==> config.mk <==
export PLATFORM = sky130hd
export DESIGN_NAME = base32_stream_encoder_top
export DESIGN_NICKNAME = d
export VERILOG_FILES = /design/src/b32enc_pkg.sv /design/src/base32_stream_encoder_top.sv /design/src/b32enc_front.sv /design/src/b32enc_queue.sv /design/src/b32enc_back.sv
export VERILOG_INCLUDE_DIRS = /design/src /design/src/src
export SDC_FILE = /design/constraint.sdc
export NUM_CORES = 1
export LEC_CHECK = 0
export BUFFER_PORTS_ARGS = -buffer_cell sky130_fd_sc_hd__buf_2
export CAP_MARGIN = 20
export CORE_UTILIZATION = 35
export DETAILED_ROUTE_END_ITERATION = 8
export GPL_TIMING_DRIVEN = 0
export PLACE_DENSITY = 0.47
export SYNTH_ARGS = -nofsm -noshare
export SYNTH_HDL_FRONTEND = slang
export SYNTH_SLANG_ARGS = --single-unit
==> constraint.sdc <==
create_clock -name clk -period 12.75 [get_ports clk]
set_input_delay 1.9125 -clock clk [delete_from_list [all_inputs] [get_ports clk]]
set_output_delay 1.9125 -clock clk [all_outputs]
set_load 0.01 [all_outputs]
==> src/assert_macros.svh <==
// Assertion macros for the encoder RTL.
`ifndef ASSERT_MACROS_SVH
`define ASSERT_MACROS_SVH

`ifndef SYNTHESIS

// Check a condition at every clock edge outside reset.
`define B32_ASSERT_ALWAYS(label, clk, rst_n, cond) \
    label: assert property (@(posedge clk) disable iff (!rst_n) (cond)) \
        else $error("assertion failed");

// Check that a condition implies another in the same cycle.
`define B32_ASSERT_SAME(label, clk, rst_n, ante, cons) \
    label: assert property (@(posedge clk) disable iff (!rst_n) (ante) |-> (cons)) \
        else $error("assertion failed");

// Check that a condition implies another in the next cycle.
`define B32_ASSERT_NEXT(label, clk, rst_n, ante, cons) \
    label: assert property (@(posedge clk) disable iff (!rst_n) (ante) |=> (cons)) \
        else $error("assertion failed");

`else

`define B32_ASSERT_ALWAYS(label, clk, rst_n, cond)
`define B32_ASSERT_SAME(label, clk, rst_n, ante, cons)
`define B32_ASSERT_NEXT(label, clk, rst_n, ante, cons)

`endif

`endif

==> src/b32enc_pkg.sv <==
// Shared types, constants and the symbol alphabet of the Base32 encoder.
package b32enc_pkg;

    localparam int QUEUE_DEPTH_DEFAULT = 2;
    localparam int MAX_CHARS           = 8;

    localparam logic [6:0] PAD_CHAR    = 7'd61;  // '='
    localparam logic [6:0] ASCII_A     = 7'd65;  // 'A'
    localparam logic [6:0] ASCII_TWO   = 7'd50;  // '2'
    localparam logic [4:0] LETTER_CNT  = 5'd26;

    // One byte's worth of work: data symbols first, then padding.
    typedef struct packed {
        logic [2:0][4:0] sym;    // sym[0] goes out first
        logic [1:0]      nsym;   // data symbols, 1..3
        logic [3:0]      total;  // data symbols plus pads, 1..8
        logic            last;   // mark the final character
    } cmd_t;

    typedef struct packed {
        logic [2:0] leftover_count;
        logic [2:0] group_position;
    } front_status_t;

    function automatic logic [6:0] symbol_ascii(input logic [4:0] code);
        logic [6:0] ch;
        if (code < LETTER_CNT)
            ch = ASCII_A + {2'b00, code};
        else
            ch = ASCII_TWO + {2'b00, code - LETTER_CNT};
        return ch;
    endfunction

endpackage

==> src/base32_stream_encoder_top.sv <==
// Top level of the streaming Base32 encoder.
// Encodes a byte stream into standard Base32 ASCII characters (A-Z, 2-7), one
// character per output item; end_of_message on an input byte closes the
// message with one zero-filled partial symbol if bits remain and '=' padding
// up to a multiple of eight characters, the final character marked by
// last_symbol. The front end takes one byte per cycle while its command
// queue has room; the back end sends out one character per cycle from its
// output register while the receiver does not stall, so an ordinary byte
// yields one or two characters (8 bits make 1.6 characters on average) and a
// closing byte up to eight. That single-character output port sets the
// throughput; QUEUE_DEPTH commands buffer the difference.
`include "assert_macros.svh"

module base32_stream_encoder_top #(
    parameter int QUEUE_DEPTH = b32enc_pkg::QUEUE_DEPTH_DEFAULT
) (
    input  logic       clk,
    input  logic       rst_n,
    input  logic [7:0] data_byte,
    input  logic       end_of_message,
    input  logic       in_valid,
    output logic       in_stall,
    output logic [6:0] symbol_char,
    output logic       last_symbol,
    output logic       out_valid,
    input  logic       out_stall
);
    import b32enc_pkg::*;

    localparam int CNT_W = $clog2(QUEUE_DEPTH + 1);

    cmd_t             push_cmd;
    logic             push_valid;
    logic             q_full;
    logic             pop;
    logic             head_valid;
    cmd_t             head_cmd;
    logic [CNT_W-1:0] q_count;
    front_status_t    front_status;

    logic [2:0]       out_pos_reg, out_pos_next;
    logic             out_accept;
    logic             in_accept;
    logic             last_accept;
    logic             eom_accept;
    logic             front_clear;

    b32enc_front u_front (
        .clk            (clk),
        .rst_n          (rst_n),
        .data_byte      (data_byte),
        .end_of_message (end_of_message),
        .in_valid       (in_valid),
        .in_stall       (in_stall),
        .q_full         (q_full),
        .push_valid     (push_valid),
        .push_cmd       (push_cmd),
        .status         (front_status)
    );

    b32enc_queue #(
        .DEPTH (QUEUE_DEPTH)
    ) u_queue (
        .clk        (clk),
        .rst_n      (rst_n),
        .push       (push_valid),
        .push_cmd   (push_cmd),
        .full       (q_full),
        .pop        (pop),
        .head_valid (head_valid),
        .head_cmd   (head_cmd),
        .count      (q_count)
    );

    b32enc_back u_back (
        .clk         (clk),
        .rst_n       (rst_n),
        .head_valid  (head_valid),
        .head_cmd    (head_cmd),
        .pop         (pop),
        .symbol_char (symbol_char),
        .last_symbol (last_symbol),
        .out_valid   (out_valid),
        .out_stall   (out_stall)
    );

    assign in_accept   = in_valid && !in_stall;
    assign out_accept  = out_valid && !out_stall;
    assign last_accept = out_accept && last_symbol;
    assign eom_accept  = in_accept && end_of_message;
    assign front_clear = (front_status.leftover_count == 3'd0)
                      && (front_status.group_position == 3'd0);

    // position of the next character within its group of eight
    always_comb
    begin
        out_pos_next = out_pos_reg;
        if (out_accept)
            out_pos_next = out_pos_reg + 3'd1;
    end

    always_ff @(posedge clk or negedge rst_n)
    begin
        if (!rst_n)
            out_pos_reg <= 3'd0;
        else
            out_pos_reg <= out_pos_next;
    end

    `B32_ASSERT_SAME(a_last_closes_group, clk, rst_n, last_accept, out_pos_reg == 3'd7)
    `B32_ASSERT_ALWAYS(a_leftover_range, clk, rst_n, front_status.leftover_count <= 3'd4)
    `B32_ASSERT_NEXT(a_eom_clears_state, clk, rst_n, eom_accept, front_clear)
    `B32_ASSERT_ALWAYS(a_queue_bound, clk, rst_n, q_count <= CNT_W'(QUEUE_DEPTH))

endmodule

==> src/b32enc_front.sv <==
// Front end: accepts bytes, splits bits into symbols and plans the padding.
module b32enc_front (
    input  logic                      clk,
    input  logic                      rst_n,
    input  logic [7:0]                data_byte,
    input  logic                      end_of_message,
    input  logic                      in_valid,
    output logic                      in_stall,
    input  logic                      q_full,
    output logic                      push_valid,
    output b32enc_pkg::cmd_t          push_cmd,
    output b32enc_pkg::front_status_t status
);
    import b32enc_pkg::*;

    logic [3:0]  leftover_bits_reg, leftover_bits_next;
    logic [2:0]  leftover_count_reg, leftover_count_next;
    logic [2:0]  group_position_reg, group_position_next;

    logic        accept;
    logic [11:0] acc;
    logic [3:0]  cnt;
    logic [3:0]  shamt;
    logic [14:0] aligned;
    logic [1:0]  nfull;
    logic [3:0]  rem_cnt;
    logic [4:0]  rem_mask;
    logic [1:0]  nsym;
    logic [2:0]  gp_after;
    logic [2:0]  npad;
    logic [3:0]  total_raw;

    assign in_stall   = q_full;
    assign accept     = in_valid && !q_full;
    assign push_valid = accept;

    always_comb
    begin
        acc     = {leftover_bits_reg, data_byte};
        cnt     = {1'b0, leftover_count_reg} + 4'd8;
        // top-align the valid bits; the partial symbol picks up zeros on the right
        shamt   = 4'd12 - cnt;
        aligned = {acc, 3'b000} << shamt;
        nfull   = (cnt >= 4'd10) ? 2'd2 : 2'd1;
        rem_cnt = cnt - ((nfull == 2'd2) ? 4'd10 : 4'd5);
        rem_mask = (5'd1 << rem_cnt) - 5'd1;
        nsym    = nfull + {1'b0, (end_of_message && rem_cnt != 4'd0)};
        gp_after = group_position_reg + {1'b0, nsym};
        npad    = end_of_message ? (3'd0 - gp_after) : 3'd0;
        total_raw = {2'b00, nsym} + {1'b0, npad};

        push_cmd.sym[0] = aligned[14:10];
        push_cmd.sym[1] = aligned[9:5];
        push_cmd.sym[2] = aligned[4:0];
        push_cmd.nsym   = nsym;
        push_cmd.total  = (total_raw > 4'(MAX_CHARS)) ? 4'(MAX_CHARS) : total_raw;
        push_cmd.last   = end_of_message;

        leftover_bits_next  = leftover_bits_reg;
        leftover_count_next = leftover_count_reg;
        group_position_next = group_position_reg;
        if (accept)
        begin
            if (end_of_message)
            begin
                leftover_bits_next  = 4'd0;
                leftover_count_next = 3'd0;
                group_position_next = 3'd0;
            end
            else
            begin
                leftover_bits_next  = acc[3:0] & rem_mask[3:0];
                leftover_count_next = rem_cnt[2:0];
                group_position_next = gp_after;
            end
        end
    end

    always_ff @(posedge clk or negedge rst_n)
    begin
        if (!rst_n)
        begin
            leftover_bits_reg  <= 4'd0;
            leftover_count_reg <= 3'd0;
            group_position_reg <= 3'd0;
        end
        else
        begin
            leftover_bits_reg  <= leftover_bits_next;
            leftover_count_reg <= leftover_count_next;
            group_position_reg <= group_position_next;
        end
    end

    assign status.leftover_count = leftover_count_reg;
    assign status.group_position = group_position_reg;

endmodule

==> src/b32enc_queue.sv <==
// Short command queue between the front end and the character emitter.
module b32enc_queue #(
    parameter int DEPTH = b32enc_pkg::QUEUE_DEPTH_DEFAULT
) (
    input  logic                         clk,
    input  logic                         rst_n,
    input  logic                         push,
    input  b32enc_pkg::cmd_t             push_cmd,
    output logic                         full,
    input  logic                         pop,
    output logic                         head_valid,
    output b32enc_pkg::cmd_t             head_cmd,
    output logic [$clog2(DEPTH+1)-1:0]   count
);
    import b32enc_pkg::*;

    localparam int PTR_W = (DEPTH > 1) ? $clog2(DEPTH) : 1;
    localparam int CNT_W = $clog2(DEPTH + 1);
    localparam logic [PTR_W-1:0] LAST_PTR = PTR_W'(DEPTH - 1);

    cmd_t             entry_reg [DEPTH];
    logic [PTR_W-1:0] wr_ptr_reg, wr_ptr_next;
    logic [PTR_W-1:0] rd_ptr_reg, rd_ptr_next;
    logic [CNT_W-1:0] count_reg, count_next;
    logic             do_push;
    logic             do_pop;

    assign full       = (count_reg == CNT_W'(DEPTH));
    assign head_valid = (count_reg != '0);
    assign head_cmd   = entry_reg[rd_ptr_reg];
    assign count      = count_reg;
    assign do_push    = push && !full;
    assign do_pop     = pop && head_valid;

    always_comb
    begin
        wr_ptr_next = wr_ptr_reg;
        rd_ptr_next = rd_ptr_reg;
        count_next  = count_reg;
        if (do_push)
            wr_ptr_next = (wr_ptr_reg == LAST_PTR) ? '0 : wr_ptr_reg + 1'b1;
        if (do_pop)
            rd_ptr_next = (rd_ptr_reg == LAST_PTR) ? '0 : rd_ptr_reg + 1'b1;
        if (do_push && !do_pop)
            count_next = count_reg + 1'b1;
        else if (do_pop && !do_push)
            count_next = count_reg - 1'b1;
    end

    always_ff @(posedge clk)
    begin
        if (do_push)
            entry_reg[wr_ptr_reg] <= push_cmd;
    end

    always_ff @(posedge clk or negedge rst_n)
    begin
        if (!rst_n)
        begin
            wr_ptr_reg <= '0;
            rd_ptr_reg <= '0;
            count_reg  <= '0;
        end
        else
        begin
            wr_ptr_reg <= wr_ptr_next;
            rd_ptr_reg <= rd_ptr_next;
            count_reg  <= count_next;
        end
    end

endmodule

==> src/b32enc_back.sv <==
// Back end: walks one command and emits one character per cycle while the output is not stalled.
module b32enc_back (
    input  logic             clk,
    input  logic             rst_n,
    input  logic             head_valid,
    input  b32enc_pkg::cmd_t head_cmd,
    output logic             pop,
    output logic [6:0]       symbol_char,
    output logic             last_symbol,
    output logic             out_valid,
    input  logic             out_stall
);
    import b32enc_pkg::*;

    cmd_t       cur_reg, cur_next;
    logic       cur_valid_reg, cur_valid_next;
    logic [2:0] idx_reg, idx_next;
    logic       out_valid_reg, out_valid_next;
    logic [6:0] char_reg, char_next;
    logic       last_reg, last_next;

    logic       out_free;
    logic       emit;
    logic       done;
    logic [6:0] cur_char;

    assign out_free = !out_valid_reg || !out_stall;
    assign emit     = out_free && cur_valid_reg;
    assign done     = ({1'b0, idx_reg} == cur_reg.total - 4'd1);
    // fetch the next command when empty or when the current one ends now
    assign pop      = head_valid && (!cur_valid_reg || (emit && done));

    always_comb
    begin
        if ({1'b0, idx_reg} < {1'b0, cur_reg.nsym})
            cur_char = symbol_ascii(cur_reg.sym[idx_reg[1:0]]);
        else
            cur_char = PAD_CHAR;

        cur_next       = cur_reg;
        cur_valid_next = cur_valid_reg;
        idx_next       = idx_reg;
        if (!cur_valid_reg || (emit && done))
        begin
            cur_valid_next = head_valid;
            cur_next       = head_cmd;
            idx_next       = 3'd0;
        end
        else if (emit)
        begin
            idx_next = idx_reg + 3'd1;
        end

        out_valid_next = out_valid_reg;
        char_next      = char_reg;
        last_next      = last_reg;
        if (out_free)
        begin
            out_valid_next = cur_valid_reg;
            char_next      = cur_char;
            last_next      = cur_reg.last && done;
        end
    end

    always_ff @(posedge clk or negedge rst_n)
    begin
        if (!rst_n)
        begin
            cur_valid_reg <= 1'b0;
            idx_reg       <= 3'd0;
            out_valid_reg <= 1'b0;
        end
        else
        begin
            cur_valid_reg <= cur_valid_next;
            idx_reg       <= idx_next;
            out_valid_reg <= out_valid_next;
        end
    end

    always_ff @(posedge clk)
    begin
        cur_reg  <= cur_next;
        char_reg <= char_next;
        last_reg <= last_next;
    end

    assign out_valid   = out_valid_reg;
    assign symbol_char = char_reg;
    assign last_symbol = last_reg;

endmodule

======== Word-level counts from Yosys, hierarchy flattened ========
Memory sizes are Yosys's and may differ from the RTL's. A register that Yosys moved wholly into a read port is not among the register bits.
Index checks and enable logic that the tools add are counted.
storage, ports and cells
  input bits .............................. 13
  register bits ........................... 27
  output and inout bits ................... 10
  RAM bits ................................ 44
  memories kept ........................... 1
  logic and storage cells ................. 80
memories
  name               words  bits a word  read ports  clocked after memory_dff  write ports  RTL line            source
  u_queue.entry_reg  2      22           1           1                         1            b32enc_queue.sv:21  cmd_t entry_reg [DEPTH];
operators by class
  reduce and logical (&&, ||, !) cells .... 22
  shifts and indexed selects .............. 2
  equal/unequal tests ..................... 3
  add/subtract/negate cells ............... 17
  bitwise operators ....................... 1
  $lt $le $gt $ge ......................... 5
  mux-type cells .......................... 18
operators with widths
  operator                                                            number
  3-bit 2-to-1 mux                                                    5
  15-bit by 4-bit << shifter with 15-bit output                       1
  4-bit 2-to-1 mux                                                    3
  5-bit binary-select mux with 2-bit select                           1
  1-bit logical AND                                                   10
  4-bit by 1-bit subtractor with 4-bit output, second input constant  2
  6-bit by 5-bit adder with 7-bit output, first input constant        1
  7-bit by 5-bit adder with 7-bit output, first input constant        1
  7-bit 2-to-1 mux                                                    1
  1-bit logical NOT                                                   6
  2-bit 2-to-1 mux                                                    3
  2-bit nonzero test                                                  3
  5-bit < comparator, second input constant                           1
  5-bit 2-to-1 mux                                                    1
  5-bit subtractor, second input constant                             1
  2-bit by 3-bit adder with 4-bit output                              1
  3-bit by 4-bit adder with 4-bit output, second input constant       1
  4-bit bitwise AND                                                   1
  2-bit == test, second input constant                                2
  3-bit by 4-bit == test with 1-bit output                            1
  4-bit greater-or-equal comparator, second input constant            1
  4-bit greater-than comparator, second input constant                1
  1-bit 2-to-1 mux                                                    4
  4-bit nonzero test                                                  1
  13 further kinds                                                    15

======== Logic depth before layout (Yosys ltp) ========
Gate-level depths: netlist of the first run.
  depth after elaboration ................. 15
  mapped depth ............................ 22
  mapped depth without buffers ............ 22

======== By module ========
From an unflattened synthesis of the first run, not the netlist that was laid out.
unflattened totals
  cells, all modules ...................... 367
  area, all modules ....................... 4830.9 um^2
by module, submodules not included
  module        area an instance (um^2)  sequential area each (um^2)  cells each  times used
  b32enc_queue  1791.7                   1421.4                       87          1
  b32enc_back   1659.1                   1026.0                       115         1
  b32enc_front  1380.1                   250.2                        165         1

======== Worst setup path before layout of the first run ========
Ideal clock, no wire load.
  kind .................................... in2reg
  start point ............................. input port end_of_message
  end point ............................... memory u_queue.entry_reg[0][1] (netlist name) (data pin)
  path buffers ............................ 1
  arrival ................................. 4.227 ns
  data required time ...................... 12.487 ns
  stages on the path ...................... 14
  setup time .............................. 0.263 ns
  setup slack ............................. 8.260 ns
  cell sequence ........................... clkbuf_1 -> nand2b_1 -> ha_1 -> inv_1 -> ha_1 -> fa_1 -> inv_1 -> ha_1 -> nand2_1 -> inv_1 -> ha_1 -> a21oi_1 -> nor2_1 -> nor2b_1
RTL lines
  what         RTL line                         source
  from (decl)  base32_stream_encoder_top.sv:20  input logic end_of_message,
  to (decl)    b32enc_queue.sv:21

==> results.toml, run 1 <==
[power]
combPwrFrac = 0.463
switchingPower_uw = 520
vdd_drop_max_mv = 0.104
p_seq_frac = 0.339
clkPwrFrac = 0.197
p_total_mw = 1.47
swShare = 0.353
power.internal_uw = 951
p_leak_nw = 1.98
p_per_area_nw_per_um2 = 290

[route]
initialDrtViolationCount = 98
dr.pass1.iters = 4
avgViaCountPerCell = 4.68
wire_per_inst_um = 14.1
drc = 0
ant_nets = 0
vias = 2571
drt-total-wl_um = 7760

[hold_path]
hp-class = "flip-flop to flip-flop"

[grt]
grt_max_degree = 21
overflow = 0
antenna_found_initial = 0
grt_use_total = 0.135
grt_pass1_wl_um = 13400
grt_pass1_vias = 2698

[final_layout]
largest_reg_flops = 38
nets = 411
utilization = 0.420
area_growth_pct = 16.4
drive_gt1_frac = 0.210
multi_input_area_um2 = 1780
antenna_cells = 0
fillers = 1143
final_cells = 549
seq_area_um2 = 2430

[timing]
hold_violations = 0
worstMarginPinSlew_ns = 0.924
max-slew-margin-rel = 0.384
grt_setup_unrepaired = "no"
finalCritPeriodShare = 0.385
whs_ns = 0.486
setup_viol = 0
fin_crit_ns = 4.91
totalNegativeSetupSlack_ns = 0
fin_worst_skew_ns = 0.00675
final_max_slew_viol_count = 0
fmax_mhz = 204

[synth]
seq_area_frac_synth = 0.558
ys_warn_count = 0
synth.largest_area_cell = "edfxtp_1"
netlist_instances = 341
ys_types = 49
ys_async_sr_fraction = 0.226
synth_nets = 376
synth_top_area_frac = 0.449
synth_area_leaders = "edfxtp_1, dfrtp_1, ha_1"
synth-edff-count = 65
synth_area_um2 = 4350
syn_avg_cell_area_um2 = 12.8
synthFlopType = "edfxtp_1"
ys_seq_elements = 84

[critical_path]
crit_type = "flip-flop to flip-flop"
start_kind = "flip-flop"
crit_fanout = 11
arrival_ns = 4.98
r2r_slack_ns = 7.84
endpoint_kind = "flip-flop"
cp.required_ns = 12.82

[floorplan]
dieHeight_um = 114
num_rows = 40
io_pins = 23
initial_core_util = 0.361
dieArea_um2 = 12900
die_x_um = 114
core_area_um2 = 12100

[clock_network]
cts.clk_slew.worst_paths_ns = 0.06
clock_path_buffers = 2
cts_tree = "done"
clock_latency_ns = 0.34
numClockSinks = 84
postCtsHoldBufs = 0
cts_buffers = 9
cts_setup_buffers = 0
cts.repair.resized = 0
htree_levels = 3
clockRootBuffer = "clkbuf_16"

[outcome]
status = "completed"

[job]
cap_violations = 0

[place]
dp_hpwl_um = 5750
io_buffers = 22
gp_congestion = 0.756
dp.cells = 533
==> power by group through the flow <==
stage | clock, mW | combinational, mW | sequential (mW)
after floorplan | 0 | 0.523 | 0.499
after global placement | 0 | 0.665 | 0.505
after detailed placement | 0 | 0.685 | 0.506
after CTS | 0.298 | 0.691 | 0.501
after global routing | 0.307 | 0.773 | 0.511
final | 0.290 | 0.682 | 0.499
==> worst max-delay path: stages (launching register included) <==
cell and delay [ns]:
dfrtp_1 0.38, inv_2 0.19, ha_1 0.18, or3_4 0.15, clkinv_4 0.08, ha_1 0.21
fa_1 0.42, xor2_1 0.31, nand4_4 0.14, a21oi_1 0.29, nand2b_1 0.15, ha_1 0.23
inv_1 0.14, ha_1 0.20, fa_1 0.41, inv_1 0.09, ha_1 0.23, nand2_1 0.12
inv_1 0.06, ha_1 0.27, a21oi_1 0.07, nor2_1 0.22, nor2_1 0.11
==> through the flow <==
stage	setup slack (ns)	area (um^2)
after floorplan	8.26	4350
after CTS	7.79	5070
after global routing	7.42	5070
after global placement	7.64	4670
after detailed placement	7.63	4730
final	7.84	5070
==> layer usage <==
metal,wire [um],vias to the layer above,track usage,part of all wire
met5,0,-,0,0
met4,135,0,0.0675,0.017
met3,171,10,0.0213,0.022
li1,-,1309,-,-
met1,3790,1220,0.174,0.49
met2,3670,32,0.223,0.47
==> cell usage after synthesis, types with 4 or more instances <==
cell type,count
buf_2,4
nand2_1,31
edfxtp_1,65
a21oi_1,7
nand3b_1,4
xor2_1,11
nor2b_1,4
or3_1,4
nand2b_1,8
inv_1,23
o21ai_0,5
ha_1,19
clkbuf_1,5
o22ai_1,6
o31ai_1,5
nor2_1,22
mux2_2,20
mux2i_1,20
dfrtp_1,19
nor3_1,4
xnor2_1,7
nand3_1,6
==> cell families (layout without fill, tap and decap cells) <==
| group | count (synthesis) | after routing | synth area share |
|---|---|---|---|
| adder cells (fa/ha/maj) | 22 | 22 | 0.0684 |
| AO/OA/AOI/OAI | 43 | 43 | 0.0707 |
| flip-flops | 84 | 84 | 0.558 |
| AND/OR/NAND/NOR | 92 | 92 | 0.106 |
| multiplexers | 43 | 43 | 0.113 |
| buffers and inverters | 37 | 77 | 0.0377 |
| XOR/XNOR | 20 | 20 | 0.0466 |
==> final cells by class <==
class | count | area share
buffer | 12 | 0.0128
clock buffer | 11 | 0.0459
clock inverter | 5 | 0.0198
inverter | 25 | 0.0195
multi-input combinational | 220 | 0.351
sequential | 84 | 0.479
tap | 168 | 0.0415
timing repair buffer | 24 | 0.0301
==> layout by cell type (no fill, tap or decap), types with 2 or more instances in the layout <==
master     Yosys  layout
edfxtp_1      65      65
nand2_1       31      31
buf_2          4      26
inv_1         23      23
nor2_1        22      20
mux2i_1       20      20
mux2_2        20      20
ha_1          19      19
dfrtp_1       19      19
xor2_1        11      11
clkbuf_16      0       9
nand2b_1       8       8
a21oi_1        7       7
xnor2_1        7       7
clkbuf_1       5       7
nand3_1        6       6
o22ai_1        6       6
o21ai_0        5       5
nor3_1         4       4
nand3b_1       4       4
nor2b_1        4       4
o31ai_1        5       4
or3_1          4       4
mux4_2         3       3
a31oi_1        3       3
a211oi_1       3       3
fa_1           3       3
bufinv_16      0       3
xnor3_1        2       2
o21ai_1        2       2
buf_4          2       2
or2_2          2       2
and2_1         2       2
nor2_2         0       2
a211o_1        2       2
o41ai_1        2       2
clkinv_2       0       2
==> worst paths after layout <==
check	start	end	depth (start not counted)
min in group asynchronous	rst_n	u_front.leftover_bits_reg[2]$_DFFE_PN0P_	1
worst min-delay path	u_front.leftover_bits_reg[3]$_DFFE_PN0P_	u_front.leftover_bits_reg[3]$_DFFE_PN0P_	2
worst min register to register	u_front.leftover_bits_reg[3]$_DFFE_PN0P_	u_front.leftover_bits_reg[3]$_DFFE_PN0P_	2
worst max-delay path	u_front.leftover_count_reg[0]$_DFFE_PN0P_	u_queue.entry_reg[1][2]$_DFFE_PP_	22
worst max register to register	u_front.leftover_count_reg[0]$_DFFE_PN0P_	u_queue.entry_reg[1][2]$_DFFE_PP_	22
max in group asynchronous	rst_n	u_back.idx_reg[0]$_DFFE_PN0P_	1
Note: power is estimated with default switching activity, not from simulation.
==> inputs of run 2 (changes only) <==
==> constraint.sdc (replaced) <==
create_clock -name clk -period 5 [get_ports clk]
set_input_delay 0.75 -clock clk [delete_from_list [all_inputs] [get_ports clk]]
set_output_delay 0.75 -clock clk [all_outputs]
set_load 0.01 [all_outputs]
==> run 2 against run 1 <==
Largest cell class unchanged. Highest routed layer unchanged. Critical endpoint unchanged. Die area stayed put. Register-to-register slack worse by 7.5 ns. Total power grew to 2.6 times the previous value.
==> results.toml, run 2 (synthesis results as in run 1) <==
[outcome]
status = "completed"

[clock_network]
clock_latency_ns = 0.34
postCtsHoldBufs = 0
cts_buffers = 9
cts_tree = "done"
clock_path_buffers = 2
numClockSinks = 84
cts.clk_slew.worst_paths_ns = 0.06
clockRootBuffer = "clkbuf_16"
htree_levels = 3

[timing]
worstMarginPinSlew_ns = 0.924
hold_violations = 0
fin_worst_skew_ns = 0.00657
setup_viol = 0
final_max_slew_viol_count = 0
max-slew-margin-rel = 0.384
finalCritPeriodShare = 0.936
fin_crit_ns = 4.68
fmax_mhz = 214

[route]
drc = 0
wire_per_inst_um = 14.2
initialDrtViolationCount = 107
avgViaCountPerCell = 4.71
drt-total-wl_um = 7790
vias = 2587
dr.pass1.iters = 4
ant_nets = 0

[final_layout]
layout_common_cells = "edfxtp_1, nand2_1, buf_2"
drive_gt1_frac = 0.220
antenna_cells = 0
final_common_cell = "edfxtp_1"
nets = 411
largest_reg_flops = 38
fillers = 1144
final_cells = 549
area_growth_pct = 17.1
fin_area_um2 = 5090

[place]
placed_area_um2 = 4730
dp_hpwl_um = 5750
io_buffers = 22
gp_congestion = 0.756
dp.cells = 533

[critical_path]
endpoint_kind = "flip-flop"
crit_fanout = 11
arrival_ns = 4.84
start_kind = "flip-flop"
cp.required_ns = 5.16
crit_type = "flip-flop to flip-flop"

[floorplan]
io_pins = 23
initial_core_util = 0.361
dieArea_um2 = 12900
core_area_um2 = 12100
num_rows = 40
dieHeight_um = 114
die_x_um = 114

[power]
p_leak_nw = 1.98
swShare = 0.357
p_seq_frac = 0.335
p_per_area_nw_per_um2 = 746
switchingPower_mw = 1.36
clkPwrFrac = 0.195
power.internal_mw = 2.44
p_total_mw = 3.80
vdd_drop_max_mv = 0.270
combPwrFrac = 0.470

[job]
cap_violations = 0

[grt]
grt_use_total = 0.135
grt_pass1_wl_um = 13400
grt_pass1_vias = 2698
antenna_found_initial = 0
grt_max_degree = 21
overflow = 0

[hold_path]
hp-class = "input pin to async pin"
-- run 2: changes by cell type in the layout (fill, tap and decap cells not counted) --
cell / change
nor2_1: -1
inv_4: +1
a21oi_2: +1
a21oi_4: +1
inv_2: -1
xor2_1: -1
a21oi_1: -2
xor2_2: +1
nor2_2: +1
-- run 2: path summary, 6_finish.rpt --
path	from	end	slack, ns	depth (start not counted)
min	rst_n	u_front.leftover_bits_reg[0]$_DFFE_PN0P_	0.37	1
min reg2reg	u_front.leftover_bits_reg[3]$_DFFE_PN0P_	u_front.leftover_bits_reg[3]$_DFFE_PN0P_	0.49	2
max in group asynchronous	rst_n	u_back.idx_reg[0]$_DFFE_PN0P_	4.30	1
max	u_front.leftover_count_reg[0]$_DFFE_PN0P_	u_queue.entry_reg[1][2]$_DFFE_PP_	0.32	22
min in group clk	u_front.leftover_bits_reg[3]$_DFFE_PN0P_	u_front.leftover_bits_reg[3]$_DFFE_PN0P_	0.49	2
max reg2reg	u_front.leftover_count_reg[0]$_DFFE_PN0P_	u_queue.entry_reg[1][2]$_DFFE_PP_	0.32	22
-- run 2: critical path, stage by stage (launching register included) --
cell and delay (ns):
dfrtp_1 0.40, inv_4 0.14, ha_1 0.16, or3_4 0.15, clkinv_4 0.08, ha_1 0.21
fa_1 0.45, xnor2_1 0.16, a211o_2 0.32, a21oi_4 0.16, nand2b_1 0.12, ha_1 0.23
inv_1 0.14, ha_1 0.20, fa_1 0.41, inv_1 0.10, ha_1 0.23, nand2_1 0.12
inv_1 0.06, ha_1 0.28, a21oi_2 0.18, nor2_2 0.07, nor2_1 0.16
-- run 2: repair_timing --
action	4_1_cts	5_1_grt
hold endpoints to repair	0	0
resized for setup	0	6
setup buffers	0	0
endpoints found under the setup margin	0	8
-- run 2: power groups by stage --
stage,clock network (mW),logic [mW],registers [mW]
floorplan,0,1.33,1.27
finish,0.740,1.79,1.27
global placement,0,1.70,1.29
global route,0.782,2.02,1.30
detailed placement,0,1.75,1.29
CTS,0.761,1.76,1.28
-- run 2: cell type report --
| cell class | instances | area, um^2 | share of cell area |
|---|---|---|---|
| repair buffers | 24 | 153 | 0.0300 |
| flip-flops and latches | 84 | 2430 | 0.477 |
| well taps | 168 | 210 | 0.0413 |
| clock inverters | 5 | 100 | 0.0197 |
| inverters | 25 | 101 | 0.0199 |
| multi-input cells | 220 | 1800 | 0.354 |
| plain buffers | 12 | 65.1 | 0.0128 |
| clock buffers | 11 | 233 | 0.0457 |
-- run 2: per-layer routing --
layer,share of wire,GRT usage
met3,0.022,0.0213
met4,0.017,0.0675
met5,0,0
met1,0.49,0.174
met2,0.47,0.223
-- run 2: metrics by stage --
| stage | setup WS (ns) | hold slack (ns) | TNS, ns | utilization |
|---|---|---|---|---|
| floorplan | 0.657 | 0.443 | 0 | - |
| global placement | 0.102 | 0.469 | 0 | 0.387 |
| detailed placement | 0.0728 | 0.477 | 0 | 0.392 |
| CTS | 0.0414 | 0.377 | 0 | 0.420 |
| global route | -0.00158 | 0.398 | -0.00286 | 0.422 |
| finish | 0.321 | 0.367 | 0 | 0.422 |
==> inputs of run 3 (changes only) <==
--- a/config.mk
+++ b/config.mk
@@ -11,6 +11,7 @@
 export CORE_UTILIZATION = 35
 export DETAILED_ROUTE_END_ITERATION = 8
 export GPL_TIMING_DRIVEN = 0
+export MAX_ROUTING_LAYER = met4
 export PLACE_DENSITY = 0.47
 export SYNTH_ARGS = -nofsm -noshare
 export SYNTH_HDL_FRONTEND = slang
==> run 3 against run 2 <==
Worst setup slack got worse by 0.0020 ns. Cell count did not move. Wire length unchanged. Clock skew barely moved. Worst hold slack improved by 0.0010 ns. Cell area unchanged. Global-route usage up 0.41 points. Clock-buffer cell count unchanged. Critical endpoint unchanged. Largest cell class unchanged. Highest routed layer unchanged.
==> results.toml, run 3 (synthesis results as in run 1) <==
[timing]
max-slew-margin-rel = 0.384
hold_violations = 0
setup_viol = 0
fmax_mhz = 214
worstMarginPinSlew_ns = 0.924
final_max_slew_viol_count = 0
fin_crit_ns = 4.68
finalCritPeriodShare = 0.936
fin_worst_skew_ns = 0.00670

[power]
p_per_area_nw_per_um2 = 746
vdd_drop_max_mv = 0.270
p_leak_nw = 1.98

[route]
vias = 2578
initialDrtViolationCount = 101
drt-total-wl_um = 7790
drc = 0
wire_per_inst_um = 14.2
ant_nets = 0
avgViaCountPerCell = 4.70
dr.pass1.iters = 4

[critical_path]
crit_type = "flip-flop to flip-flop"
cp.required_ns = 5.16
r2r_slack_ns = 0.32
arrival_ns = 4.84
start_kind = "flip-flop"
rr_endpoint = "u_queue.entry_reg[1][2]$_DFFE_PP_"
r2r_cells = 22
crit_fanout = 11
reg2reg_from = "u_front.leftover_count_reg[0]$_DFFE_PN0P_"
endpoint_kind = "flip-flop"

[clock_network]
clock_path_buffers = 2
clock_latency_ns = 0.34
postCtsHoldBufs = 0
htree_levels = 3
cts_setup_buffers = 0
cts_buffers = 9
cts_tree = "done"
clockRootBuffer = "clkbuf_16"
numClockSinks = 84
cts.clk_slew.worst_paths_ns = 0.06

[grt]
grt_pass1_wl_um = 13400
grt_max_degree = 21
overflow = 0
grt_pass1_vias = 2696
grt_use_total = 0.139
antenna_found_initial = 0

[floorplan]
core_area_um2 = 12100
die_x_um = 114
num_rows = 40
io_pins = 23
initial_core_util = 0.361
dieHeight_um = 114
dieArea_um2 = 12900

[outcome]
status = "completed"

[place]
io_buffers = 22
dp_hpwl_um = 5750
placed_area_um2 = 4730
dp.cells = 533
gp_congestion = 0.766

[hold_path]
hp-class = "input pin to async pin"

[final_layout]
layout_common_cells = "edfxtp_1, nand2_1, buf_2"
fillers = 1144
area_growth_pct = 17.1
seq_area_um2 = 2430
largest_reg_flops = 38
fin_area_um2 = 5090
multi_input_area_um2 = 1800
drive_gt1_frac = 0.220
final_common_cell = "edfxtp_1"
final_cells = 549
nets = 411
antenna_cells = 0

[job]
cap_violations = 0
[run 3: cell counts in the layout (fill, tap and decap cells not counted)]
No cell type changed its count.
[run 3: cell type report]
cell class / instances / share of cell area
inverters: 25 / 0.0199
multi-input cells: 220 / 0.354
plain buffers: 12 / 0.0128
well taps: 168 / 0.0413
flip-flops and latches: 84 / 0.477
repair buffers: 24 / 0.0300
clock buffers: 11 / 0.0457
clock inverters: 5 / 0.0197
[run 3: critical path: stages (launching register included)]
cell and delay, ns:
dfrtp_1 0.40, inv_4 0.14, ha_1 0.16, or3_4 0.15
clkinv_4 0.08, ha_1 0.21, fa_1 0.45, xnor2_1 0.16
a211o_2 0.32, a21oi_4 0.16, nand2b_1 0.12, ha_1 0.23
inv_1 0.13, ha_1 0.19, fa_1 0.41, inv_1 0.10
ha_1 0.23, nand2_1 0.12, inv_1 0.06, ha_1 0.28
a21oi_2 0.18, nor2_2 0.07, nor2_1 0.16
[run 3: metal layers]
layer | global-route usage | share of wire | vias to the layer above
met5 | - | 0 | -
met4 | 0.0675 | 0.017 | 0
met3 | 0.0213 | 0.022 | 10
met2 | 0.224 | 0.48 | 35
met1 | 0.173 | 0.49 | 1225
li1 | - | - | 1308
[run 3: worst max-delay path by stage]
stage | cells after the start | start | slack [ns] | end
after floorplan | 22 | u_front.leftover_count_reg[0]$_DFFE_PN0P_ | 0.66 | u_queue.entry_reg[0][1]$_DFFE_PP_
after global placement | 22 | u_front.leftover_count_reg[0]$_DFFE_PN0P_ | 0.10 | u_queue.entry_reg[0][2]$_DFFE_PP_
after detailed placement | 22 | u_front.leftover_count_reg[0]$_DFFE_PN0P_ | 0.07 | u_queue.entry_reg[1][2]$_DFFE_PP_
after CTS | 22 | u_front.leftover_count_reg[0]$_DFFE_PN0P_ | 0.04 | u_queue.entry_reg[1][2]$_DFFE_PP_
after global routing | 22 | u_front.leftover_count_reg[0]$_DFFE_PN0P_ | -0.002 | u_queue.entry_reg[0][3]$_DFFE_PP_
final | 22 | u_front.leftover_count_reg[0]$_DFFE_PN0P_ | 0.32 | u_queue.entry_reg[1][2]$_DFFE_PP_
[run 3: stage by stage]
stage,setup TNS [ns],util,hold WS (ns),power (mW),worst slack (ns)
after floorplan,0,-,0.443,2.61,0.657
after global placement,0,0.387,0.469,2.98,0.102
after detailed placement,0,0.392,0.477,3.04,0.0728
after CTS,0,0.420,0.377,3.80,0.0414
after global routing,-0.00287,0.422,0.398,4.11,-0.00158
final,0,0.422,0.368,3.80,0.319
[run 3: repair_timing]
action,CTS,global route
setup endpoints to repair,0,8
endpoints found under the hold margin,0,0
resized for setup,0,6
[run 3: where the power goes]
group | switching [mW] | leakage [nW] | internal, mW
combinational | 0.997 | 0.986 | 0.790
sequential | 0.107 | 0.833 | 1.17
clock | 0.253 | 0.163 | 0.486
